<file path="config.mk">
export PLATFORM = sky130hd
export DESIGN_NAME = damped_sine_scale_envelope_flat
export DESIGN_NICKNAME = d
export VERILOG_FILES = /design/src/dsse_pkg.sv /design/src/dsse_stream_if.sv /design/src/dsse_mul.sv /design/src/dsse_sine_rom.sv /design/src/damped_sine_scale_envelope.sv /design/src/flat_wrapper.sv
export SDC_FILE = /design/constraint.sdc
export NUM_CORES = 1
export LEC_CHECK = 0
export BUFFER_PORTS_ARGS = -buffer_cell sky130_fd_sc_hd__buf_4
export CAP_MARGIN = 30
export CORE_AREA = 2 2 39 41
export CTS_CLUSTER_DIAMETER = 30
export DETAILED_ROUTE_END_ITERATION = 10
export DIE_AREA = 0 0 41 43
export PLACE_DENSITY = 0.3
export SETUP_SLACK_MARGIN = 0.5
export SYNTH_ARGS = -nofsm -noshare
export SYNTH_HDL_FRONTEND = slang
export SYNTH_SLANG_ARGS = --single-unit
</file>
<file path="constraint.sdc">
create_clock -name i_clk -period 1.31 [get_ports i_clk]
set_input_delay 0.131 -clock i_clk [delete_from_list [all_inputs] [get_ports i_clk]]
set_output_delay 0.131 -clock i_clk [all_outputs]
set_load 0.02 [all_outputs]
</file>
<file path="src/dsse_pkg.sv">
// ----------------------------------------------------------------------------
// dsse_pkg
// Shared types, codes, constants and the sine table builder for the
// damped sine scale envelope.
// ----------------------------------------------------------------------------
package dsse_pkg;

    // default parameter values
    localparam int SINE_TABLE_DEPTH_DEF = 256;
    localparam int SCALE_FRAC_BITS_DEF  = 12;

    // width of the shared multiplier operands
    localparam int MUL_W = 32;

    // opcodes of an input beat
    localparam logic [1:0] OP_TICK   = 2'd0;
    localparam logic [1:0] OP_GROW   = 2'd1;
    localparam logic [1:0] OP_SHRINK = 2'd2;
    localparam logic [1:0] OP_NONE   = 2'd3;

    // envelope modes, as reported in phase_state
    localparam logic [1:0] MODE_IDLE   = 2'd0;
    localparam logic [1:0] MODE_GROW   = 2'd1;
    localparam logic [1:0] MODE_SHRINK = 2'd2;
    localparam logic [1:0] MODE_WAIT   = 2'd3;

    // reset values of the loaded parameters
    localparam logic [15:0] RESET_AMPLITUDE = 16'd16384;
    localparam logic [15:0] RESET_RATE      = 16'd256;
    localparam logic [15:0] RESET_SPAN      = 16'd4096;

    // delays below 0.01 s in Q4.12 start growing at once
    localparam logic [15:0] SHORT_DELAY = 16'd41;

    // sine of a quarter turn in Q1.14
    localparam logic [14:0] SIN_ONE = 15'd16384;

    // pi/2 in Q2.30 and 1/(2 pi) in Q0.32
    localparam logic [63:0] HALF_PI_Q30    = 64'd1686629713;
    localparam logic [31:0] INV_TWO_PI_Q32 = 32'd683565276;

    typedef struct packed {
        logic [1:0]  opcode;
        logic [15:0] strength;
        logic [15:0] angular_rate;
        logic [15:0] duration;
        logic [15:0] delay;
        logic [15:0] delta_time;
    } t_in_beat;

    typedef struct packed {
        logic signed [15:0] scale;
        logic [1:0]         phase_state;
    } t_out_beat;

    // Taylor series of sin(a) up to the ninth power, angle in Q2.30,
    // result rounded half up to Q1.14. Evaluated at elaboration only.
    function automatic logic [14:0] quarter_sine(input logic [63:0] angle);
        logic [63:0] sum;
        logic [63:0] term;
        logic [63:0] rounded;
        sum  = angle;
        term = angle;
        term = (((term * angle) >> 30) * angle) >> 30;
        term = term / 64'd6;
        sum  = sum - term;
        term = (((term * angle) >> 30) * angle) >> 30;
        term = term / 64'd20;
        sum  = sum + term;
        term = (((term * angle) >> 30) * angle) >> 30;
        term = term / 64'd42;
        sum  = sum - term;
        term = (((term * angle) >> 30) * angle) >> 30;
        term = term / 64'd72;
        sum  = sum + term;
        rounded = (sum + 64'd32768) >> 16;
        return rounded[14:0];
    endfunction

endpackage

</file>
<file path="src/dsse_stream_if.sv">
// ----------------------------------------------------------------------------
// dsse_stream_if
// Valid/ready channel carrying one payload beat of type T.
// ----------------------------------------------------------------------------
interface dsse_stream_if #(
    parameter type T = logic
);
    logic valid;
    logic ready;
    T     payload;

    modport source (output valid, output payload, input ready);
    modport sink   (input valid, input payload, output ready);
endinterface

</file>
<file path="src/dsse_mul.sv">
// ----------------------------------------------------------------------------
// dsse_mul
// Shared unsigned multiplier with a registered product.
// ----------------------------------------------------------------------------
module dsse_mul
    import dsse_pkg::*;
(
    input  logic               i_clk,
    input  logic [MUL_W-1:0]   i_a,
    input  logic [MUL_W-1:0]   i_b,
    output logic [2*MUL_W-1:0] o_prod
);
    logic [2*MUL_W-1:0] r_prod;

    // register the full product every cycle
    always_ff @(posedge i_clk) begin
        r_prod <= i_a * i_b;
    end

    assign o_prod = r_prod;
endmodule

</file>
<file path="src/dsse_sine_rom.sv">
// ----------------------------------------------------------------------------
// dsse_sine_rom
// Quarter-wave sine table in Q1.14 with a registered read port.
// ----------------------------------------------------------------------------
module dsse_sine_rom
    import dsse_pkg::*;
#(
    parameter int SINE_TABLE_DEPTH = SINE_TABLE_DEPTH_DEF,
    parameter int ADDR_W           = $clog2(SINE_TABLE_DEPTH)
) (
    input  logic              i_clk,
    input  logic [ADDR_W-1:0] i_addr,
    output logic [14:0]       o_data
);
    logic [14:0] w_tab [SINE_TABLE_DEPTH];
    logic [14:0] r_data;

    // build entry k = sin(pi/2 * k / depth) at elaboration
    for (genvar k = 0; k < SINE_TABLE_DEPTH; k++) begin : g_entry
        localparam logic [63:0] ANGLE = (HALF_PI_Q30 * 64'(k)) / SINE_TABLE_DEPTH;
        assign w_tab[k] = quarter_sine(ANGLE);
    end

    // read one entry per cycle
    always_ff @(posedge i_clk) begin
        r_data <= w_tab[i_addr];
    end

    assign o_data = r_data;
endmodule

</file>
<file path="src/damped_sine_scale_envelope.sv">
// ----------------------------------------------------------------------------
// damped_sine_scale_envelope
// Pulse envelope for a display scale: 1 +/- (D - t)(A sin(wt) + A), Q4.12.
// Sequencing: start, wait, idle and unused beats go from acceptance straight
//   to the emit state; an envelope tick first passes the phase, turn, index,
//   look, inner, env and done states: five passes through the one shared
//   32x32 multiplier plus the sine table read. No new beat is taken until the
//   last one is emitted, which waits while the previous result beat is stalled.
// Reset (synchronous, active low): idle, scale 1.0, default parameters;
//   the sine table is constant, so no clearing pass.
// ----------------------------------------------------------------------------
module damped_sine_scale_envelope
    import dsse_pkg::*;
#(
    parameter int SINE_TABLE_DEPTH = SINE_TABLE_DEPTH_DEF,
    parameter int SCALE_FRAC_BITS  = SCALE_FRAC_BITS_DEF
) (
    input  logic         i_clk,
    input  logic         i_rst_n,
    dsse_stream_if.sink   i_in,
    dsse_stream_if.source o_out
);
    localparam int IDX_W = $clog2(SINE_TABLE_DEPTH);
    localparam int SHIFT = 40 - SCALE_FRAC_BITS;
    localparam int VW    = 10 + SCALE_FRAC_BITS;
    localparam logic signed [VW-1:0] ONE    = VW'(1 << SCALE_FRAC_BITS);
    localparam logic signed [VW-1:0] SAT_HI = VW'(32767);
    localparam logic signed [VW-1:0] SAT_LO = -(VW'(32768));
    localparam logic [15:0] ONE_16 = 16'(1 << SCALE_FRAC_BITS);

    // sequencer states
    localparam logic [3:0] S_IDLE  = 4'd0;
    localparam logic [3:0] S_PHASE = 4'd1;
    localparam logic [3:0] S_TURN  = 4'd2;
    localparam logic [3:0] S_INDEX = 4'd3;
    localparam logic [3:0] S_LOOK  = 4'd4;
    localparam logic [3:0] S_INNER = 4'd5;
    localparam logic [3:0] S_ENV   = 4'd6;
    localparam logic [3:0] S_DONE  = 4'd7;
    localparam logic [3:0] S_EMIT  = 4'd8;

    logic [3:0]  r_state, n_state;
    logic [1:0]  r_mode, n_mode;
    logic [15:0] r_elapsed, n_elapsed;
    logic [16:0] r_wait_left, n_wait_left;
    logic [15:0] r_amp, n_amp;
    logic [15:0] r_rate, n_rate;
    logic [15:0] r_span, n_span;
    logic [15:0] r_scale, n_scale;
    logic [1:0]  r_quad, n_quad;
    logic        r_idx_zero, n_idx_zero;
    logic        r_out_valid, n_out_valid;
    t_out_beat   r_out_beat, n_out_beat;

    logic [MUL_W-1:0]   w_mul_a, w_mul_b;
    logic [2*MUL_W-1:0] w_prod;
    logic [IDX_W-1:0]   w_idx;
    logic [IDX_W-1:0]   w_addr;
    logic [IDX_W:0]     w_mirror;
    logic [14:0]        w_rom;
    logic [14:0]        w_sin_mag;
    logic [15:0]        w_sin_off;
    logic [16:0]        w_t_sum;
    logic [15:0]        w_t;
    logic [17:0]        w_wait_sub;
    logic signed [VW-1:0] w_delta, w_v;
    t_in_beat           w_in;

    assign w_in = i_in.payload;

    // saturating elapsed time
    assign w_t_sum = {1'b0, r_elapsed} + {1'b0, w_in.delta_time};
    assign w_t     = w_t_sum[16] ? 16'hFFFF : w_t_sum[15:0];

    // wait countdown, sign bit tells expiry
    assign w_wait_sub = {1'b0, r_wait_left} - {2'b00, w_in.delta_time};

    // table index from the registered index product, mirrored in odd quadrants
    assign w_idx    = w_prod[30 +: IDX_W];
    assign w_mirror = (IDX_W + 1)'(SINE_TABLE_DEPTH) - {1'b0, w_idx};
    assign w_addr   = r_quad[0] ? w_mirror[IDX_W-1:0] : w_idx;

    // sine magnitude and the sin + 1 offset term
    assign w_sin_mag = (r_idx_zero && r_quad[0]) ? SIN_ONE : w_rom;
    assign w_sin_off = r_quad[1] ? (16'(SIN_ONE) - {1'b0, w_sin_mag})
                                 : (16'(SIN_ONE) + {1'b0, w_sin_mag});

    // envelope delta and signed scale before saturation
    assign w_delta = VW'(w_prod[47:0] >> SHIFT);
    assign w_v     = (r_mode == MODE_SHRINK) ? (ONE - w_delta) : (ONE + w_delta);

    dsse_mul u_mul (
        .i_clk  (i_clk),
        .i_a    (w_mul_a),
        .i_b    (w_mul_b),
        .o_prod (w_prod)
    );

    dsse_sine_rom #(
        .SINE_TABLE_DEPTH (SINE_TABLE_DEPTH),
        .ADDR_W           (IDX_W)
    ) u_rom (
        .i_clk  (i_clk),
        .i_addr (w_addr),
        .o_data (w_rom)
    );

    assign i_in.ready    = (r_state == S_IDLE);
    assign o_out.valid   = r_out_valid;
    assign o_out.payload = r_out_beat;

    // sequencer and state update
    always_comb begin
        n_state     = r_state;
        n_mode      = r_mode;
        n_elapsed   = r_elapsed;
        n_wait_left = r_wait_left;
        n_amp       = r_amp;
        n_rate      = r_rate;
        n_span      = r_span;
        n_scale     = r_scale;
        n_quad      = r_quad;
        n_idx_zero  = r_idx_zero;
        n_out_valid = r_out_valid && !o_out.ready;
        n_out_beat  = r_out_beat;
        w_mul_a     = '0;
        w_mul_b     = '0;

        unique case (r_state)
            S_IDLE: begin
                if (i_in.valid) begin
                    n_state = S_EMIT;
                    unique case (w_in.opcode)
                        OP_GROW: begin
                            n_amp       = w_in.strength;
                            n_rate      = w_in.angular_rate;
                            n_span      = w_in.duration;
                            n_elapsed   = '0;
                            n_scale     = ONE_16;
                            n_wait_left = {1'b0, w_in.delay};
                            n_mode      = (w_in.delay < SHORT_DELAY) ? MODE_GROW : MODE_WAIT;
                        end
                        OP_SHRINK: begin
                            n_amp     = w_in.strength;
                            n_rate    = w_in.angular_rate;
                            n_span    = w_in.duration;
                            n_elapsed = '0;
                            n_scale   = ONE_16;
                            n_mode    = MODE_SHRINK;
                        end
                        OP_TICK: begin
                            unique case (r_mode)
                                MODE_GROW, MODE_SHRINK: begin
                                    if (w_t > r_span) begin
                                        // envelope over: back to rest
                                        n_mode    = MODE_IDLE;
                                        n_scale   = ONE_16;
                                        n_elapsed = '0;
                                    end else begin
                                        n_elapsed = w_t;
                                        n_state   = S_PHASE;
                                    end
                                end
                                MODE_WAIT: begin
                                    n_scale = ONE_16;
                                    if (w_wait_sub[17]) begin
                                        n_mode      = MODE_GROW;
                                        n_wait_left = '0;
                                    end else begin
                                        n_wait_left = w_wait_sub[16:0];
                                    end
                                end
                                default: begin
                                    n_scale = ONE_16;
                                end
                            endcase
                        end
                        default: begin
                            // unused opcode: report current state
                        end
                    endcase
                end
            end
            S_PHASE: begin
                // theta = t * w
                w_mul_a = {16'h0, r_elapsed};
                w_mul_b = {16'h0, r_rate};
                n_state = S_TURN;
            end
            S_TURN: begin
                // turn fraction = theta / (2 pi)
                w_mul_a = w_prod[31:0];
                w_mul_b = INV_TWO_PI_Q32;
                n_state = S_INDEX;
            end
            S_INDEX: begin
                // quadrant and position within it
                n_quad  = w_prod[51:50];
                w_mul_a = {2'b00, w_prod[49:20]};
                w_mul_b = MUL_W'(SINE_TABLE_DEPTH);
                n_state = S_LOOK;
            end
            S_LOOK: begin
                // index product is always below the depth
                n_idx_zero = (w_idx == '0);
                n_state    = S_INNER;
            end
            S_INNER: begin
                // A * (s + 1)
                w_mul_a = {16'h0, w_sin_off};
                w_mul_b = {16'h0, r_amp};
                n_state = S_ENV;
            end
            S_ENV: begin
                // (D - t) * A * (s + 1)
                w_mul_a = w_prod[31:0];
                w_mul_b = {16'h0, r_span - r_elapsed};
                n_state = S_DONE;
            end
            S_DONE: begin
                // saturate to the signed output range
                priority if (w_v > SAT_HI) begin
                    n_scale = 16'h7FFF;
                end else if (w_v < SAT_LO) begin
                    n_scale = 16'h8000;
                end else begin
                    n_scale = w_v[15:0];
                end
                n_state = S_EMIT;
            end
            S_EMIT: begin
                // hold until the output register frees up
                if (!r_out_valid || o_out.ready) begin
                    n_out_valid            = 1'b1;
                    n_out_beat.scale       = r_scale;
                    n_out_beat.phase_state = r_mode;
                    n_state                = S_IDLE;
                end
            end
            default: begin
                n_state = S_IDLE;
            end
        endcase
    end

    always_ff @(posedge i_clk) begin
        if (!i_rst_n) begin
            r_state     <= S_IDLE;
            r_mode      <= MODE_IDLE;
            r_elapsed   <= '0;
            r_wait_left <= '0;
            r_amp       <= RESET_AMPLITUDE;
            r_rate      <= RESET_RATE;
            r_span      <= RESET_SPAN;
            r_scale     <= ONE_16;
            r_out_valid <= 1'b0;
        end else begin
            r_state     <= n_state;
            r_mode      <= n_mode;
            r_elapsed   <= n_elapsed;
            r_wait_left <= n_wait_left;
            r_amp       <= n_amp;
            r_rate      <= n_rate;
            r_span      <= n_span;
            r_scale     <= n_scale;
            r_out_valid <= n_out_valid;
        end
    end

    // datapath registers without reset
    always_ff @(posedge i_clk) begin
        r_quad     <= n_quad;
        r_idx_zero <= n_idx_zero;
        r_out_beat <= n_out_beat;
    end
endmodule

</file>
<file path="src/flat_wrapper.sv">
// flat-port wrapper written by rule: the top's interface ports become plain ports
module damped_sine_scale_envelope_flat import dsse_pkg::*;
#(
    parameter int SINE_TABLE_DEPTH = SINE_TABLE_DEPTH_DEF,
    parameter int SCALE_FRAC_BITS  = SCALE_FRAC_BITS_DEF
)
  (i_clk, i_rst_n, i_in_valid, i_in_payload, i_in_ready, o_out_valid, o_out_payload, o_out_ready);
  dsse_stream_if i_in_i ();
  dsse_stream_if o_out_i ();
  input  logic i_clk;
  input  logic i_rst_n;
  input wire logic [$bits(i_in_i.valid)-1:0] i_in_valid;
  input wire logic [$bits(i_in_i.payload)-1:0] i_in_payload;
  output wire logic [$bits(i_in_i.ready)-1:0] i_in_ready;
  output wire logic [$bits(o_out_i.valid)-1:0] o_out_valid;
  output wire logic [$bits(o_out_i.payload)-1:0] o_out_payload;
  input wire logic [$bits(o_out_i.ready)-1:0] o_out_ready;
  assign i_in_i.valid = i_in_valid;
  assign i_in_i.payload = i_in_payload;
  assign i_in_ready = i_in_i.ready;
  assign o_out_valid = o_out_i.valid;
  assign o_out_payload = o_out_i.payload;
  assign o_out_i.ready = o_out_ready;
  damped_sine_scale_envelope #(.SINE_TABLE_DEPTH(SINE_TABLE_DEPTH), .SCALE_FRAC_BITS(SCALE_FRAC_BITS)) u_core (.i_clk(i_clk), .i_rst_n(i_rst_n), .i_in(i_in_i), .o_out(o_out_i));
endmodule
</file>
==> results.sh <==
export IMPL_wl_um=538
export IMPL_initial_utilization_pct=15.6
export IMPL_synth_top_family_by_area="simple AND/OR/NAND/NOR gates"
export IMPL_critPathCaptureType="primary output"
export IMPL_vias=212
export IMPL_ys_types=16
export IMPL_synth_xor_area_share_pct=8.09
export IMPL_avgSynthCellArea_um2=8.66
export IMPL_drcViolationCount=0
export IMPL_critPathKind="flip-flop to primary output"
export IMPL_grt_pass1_wl_um=786
export IMPL_required_ns=1.18
export IMPL_grt_overflow_total=0
export IMPL_synth_mux_area_fraction_pct=0
export IMPL_ys_seq_area_share_pct=46.2
export IMPL_slew_viol_final=0
export IMPL_multi_input_area_um2=143
export IMPL_grt_start_max_net_pins=7
export IMPL_fillerInstances=154
export IMPL_cp_num_buf_inv=2
export IMPL_nNetsFinal=46
export IMPL_clock_fmax_ghz=0.718
export IMPL_area_delta_synth_final_pct=91.3
export IMPL_setup_violations_final=1
export IMPL_cts_tree="built"
export IMPL_period_needed_ns=1.39
export IMPL_cp_start_kind="flip-flop"
export IMPL_synth_adder_area_share_pct=0
export IMPL_synth_compound_area_share_pct=7.51
export IMPL_cts_made_buffers=3
export IMPL_dpl_instance_area_um2=283
export IMPL_p_sw_share_pct=22.7
export IMPL_hold_path_depth=3
export IMPL_ys_warn_count=0
export IMPL_path_delay_family="simple AND/OR/NAND/NOR gates"
export IMPL_p_per_area_nw_per_um2=948
export IMPL_ant_nets=0
export IMPL_post_route_util_pct=29.9
export IMPL_hold_path_class="input port to flip-flop"
export IMPL_synth_cells=25
export IMPL_register_area_um2=105
export IMPL_dieHeight_um=43
export IMPL_port_buffer_count=5
export IMPL_power_internal_w=0.000304
export IMPL_drive_gt1_share_pct=67.5
export IMPL_post_route_period_util_pct=106
export IMPL_finalHoldViolations=0
export IMPL_syn_cell_area_um2=216
export IMPL_antenna_found_initial=0
export IMPL_pwr_share_clk_pct=44.8
export IMPL_violations="negative setup slack"
export IMPL_cts_root_buf="clkbuf_4"
export IMPL_cp_cell_sequence="or4_4 -> inv_2 -> buf_6"
export IMPL_die_area_um2=1760
export IMPL_cts_hold_buf=0
export IMPL_cts_path_max_buffers=2
export IMPL_max_vdd_ir_drop_mv=0.310
export IMPL_crit_fanout=2
export IMPL_syn_nets=30
export IMPL_path_depth=3
export IMPL_core_area_um2=1380
export IMPL_routed_via_density=3.79
export IMPL_final_cell_area_um2=414
export IMPL_place_gp_congestion=0.614
export IMPL_rsz0062_at_grt="yes"
export IMPL_worst_clock_skew_ns=0.00139
export IMPL_worstRegToRegCells=4
export IMPL_synthSimpleGateAreaFrac_pct=31.2
export IMPL_drt_iter0_markers=6
export IMPL_clock_sinks=5
export IMPL_cpMaxStageDelayCell="or4_4"
export IMPL_grt_pass1_vias=184
export IMPL_ys_seq_elements=5
export IMPL_status="finished with violations"
export IMPL_cpPeakStageDelay_ns=0.54
export IMPL_clock_latency_ns=0.24
export IMPL_cellLeakagePower_nw=0.169
export IMPL_comb_power_share_pct=13.7
export IMPL_num_rows=14
export IMPL_critPathArrivalTime_ns=1.26
export IMPL_ios=8
export IMPL_p_seq_share_pct=41.5
export IMPL_cap_violations=0
export IMPL_clk_pin_slew_ns=0.04
export IMPL_htreeDepth=1
export IMPL_routedWlPerCell_um=9.61
export IMPL_detail_route_first_pass_iterations=2
export IMPL_antenna_cells=0
export IMPL_die_w_um=41
export IMPL_gr_usage_all_layers_pct=7.42
export IMPL_post_place_ws_ns=0.124
export IMPL_switching_power_w=0.0000891
export IMPL_setup_ws_ns=-0.0825
==> cells in the mapped netlist (all sizes together) <==
cell type / count / area share [%]
a21oi: 1 / 2.3
a31oi: 1 / 2.9
buf: 1 / 3.5
conb: 1 / 1.7
dfxtp: 5 / 46
inv: 1 / 1.7
nand2: 2 / 3.5
nand2b: 1 / 2.9
nand4b: 1 / 4.0
nor2: 3 / 5.2
nor2b: 2 / 5.8
nor3: 2 / 4.6
o21ai: 1 / 2.3
or4: 1 / 5.2
xnor2: 1 / 4.0
xor2: 1 / 4.0
==> sequential cells by signal (all words and copies together), names as in the netlist <==
name and cells:
u_core.o_out.valid 1, u_core.r_state 4
==> cells by family after synthesis <==
kind of cell / count (synthesis)
DFF: 5
AOI/OAI and AO/OA: 3
xor gates and xnor gates: 2
other: 1
and+or+nand+nor: 12
buffers and inverters: 2
==> layout make-up <==
| cell class | count | area share [%] |
|---|---|---|
| Multi-Input combinational cell | 18 | 34.4 |
| Tap cell | 16 | 4.83 |
| Inverter | 1 | 0.906 |
| Clock buffer | 4 | 6.34 |
| Sequential cell | 5 | 25.4 |
| Timing Repair Buffer | 12 | 28.1 |
==> metal layers <==
layer / vias to the layer above / global-route usage (%) / share of wire (%)
li1: 111 / - / -
met1: 94 / 9.29 / 46
met2: 5 / 7.50 / 45
met3: 2 / 3.14 / 6.9
met4: 0 / 10.0 / 1.7
met5: - / 0 / 0
==> worst paths after layout <==
| kind | from | to | slack, ns |
|---|---|---|---|
| worst max register to register | u_core.r_state[1] | u_core.r_state[3] | 0.03 |
| worst max-delay path | u_core.r_state[1] | i_in_ready | -0.08 |
| worst min register to register | u_core.r_state[3] | u_core.o_out.valid | 0.53 |
| worst min-delay path | i_rst_n | u_core.r_state[3] | 0.14 |
==> through the flow <==
step	power, W	TNS [ns]	hold slack (ns)	cells
floorplan	0.000192	0	0.259	25
global placement	0.000208	0	0.382	47
detailed placement	0.000209	0	0.393	47
CTS	0.000405	-0.0916	0.136	52
global route	0.000424	-0.118	0.133	56
finish	0.000393	-0.0825	0.140	56
==> power groups by stage <==
stage	Combinational [W]	Sequential, W	Clock (W)
final	0.0000539	0.000163	0.000176
after global routing	0.0000578	0.000163	0.000203
after CTS	0.0000540	0.000162	0.000189
after detailed placement	0.0000445	0.000164	0
after global placement	0.0000444	0.000164	0
after floorplan	0.0000261	0.000166	0
==> worst register-to-register path, cell delays in order (launching register included) <==
cell and delay, ns:
dfxtp_2 0.32, or4_4 0.54, buf_4 0.16, o21ai_2 0.10
a31oi_1 0.05
==> cell usage in the layout (no fill, tap or decap) <==
cell type / synthesis / routed
nor2_1: 3 / 2
xor2_1: 1 / 1
nor2b_1: 2 / 2
xnor2_2: 0 / 1
conb_1: 1 / 1
nor3_4: 0 / 1
dfxtp_2: 0 / 4
clkbuf_4: 0 / 3
nand2_2: 0 / 1
buf_4: 1 / 5
nand2b_1: 1 / 1
nand4b_1: 1 / 1
nand2_1: 2 / 1
inv_2: 0 / 1
a21oi_1: 1 / 1
o21ai_2: 0 / 1
clkbuf_1: 0 / 1
nor3_2: 0 / 1
dfxtp_1: 5 / 1
nor2_4: 0 / 1
a31oi_1: 1 / 1
or4_4: 1 / 1
buf_6: 0 / 7
==> repair_timing <==
action | CTS | global route
resized for setup | 8 | 10
setup buffers | 1 | 4
endpoints found under the hold margin | 0 | 0
pin swaps | 3 | 8
setup endpoints to repair | 5 | 6
No activity file was read; power rests on OpenSTA's default activity.
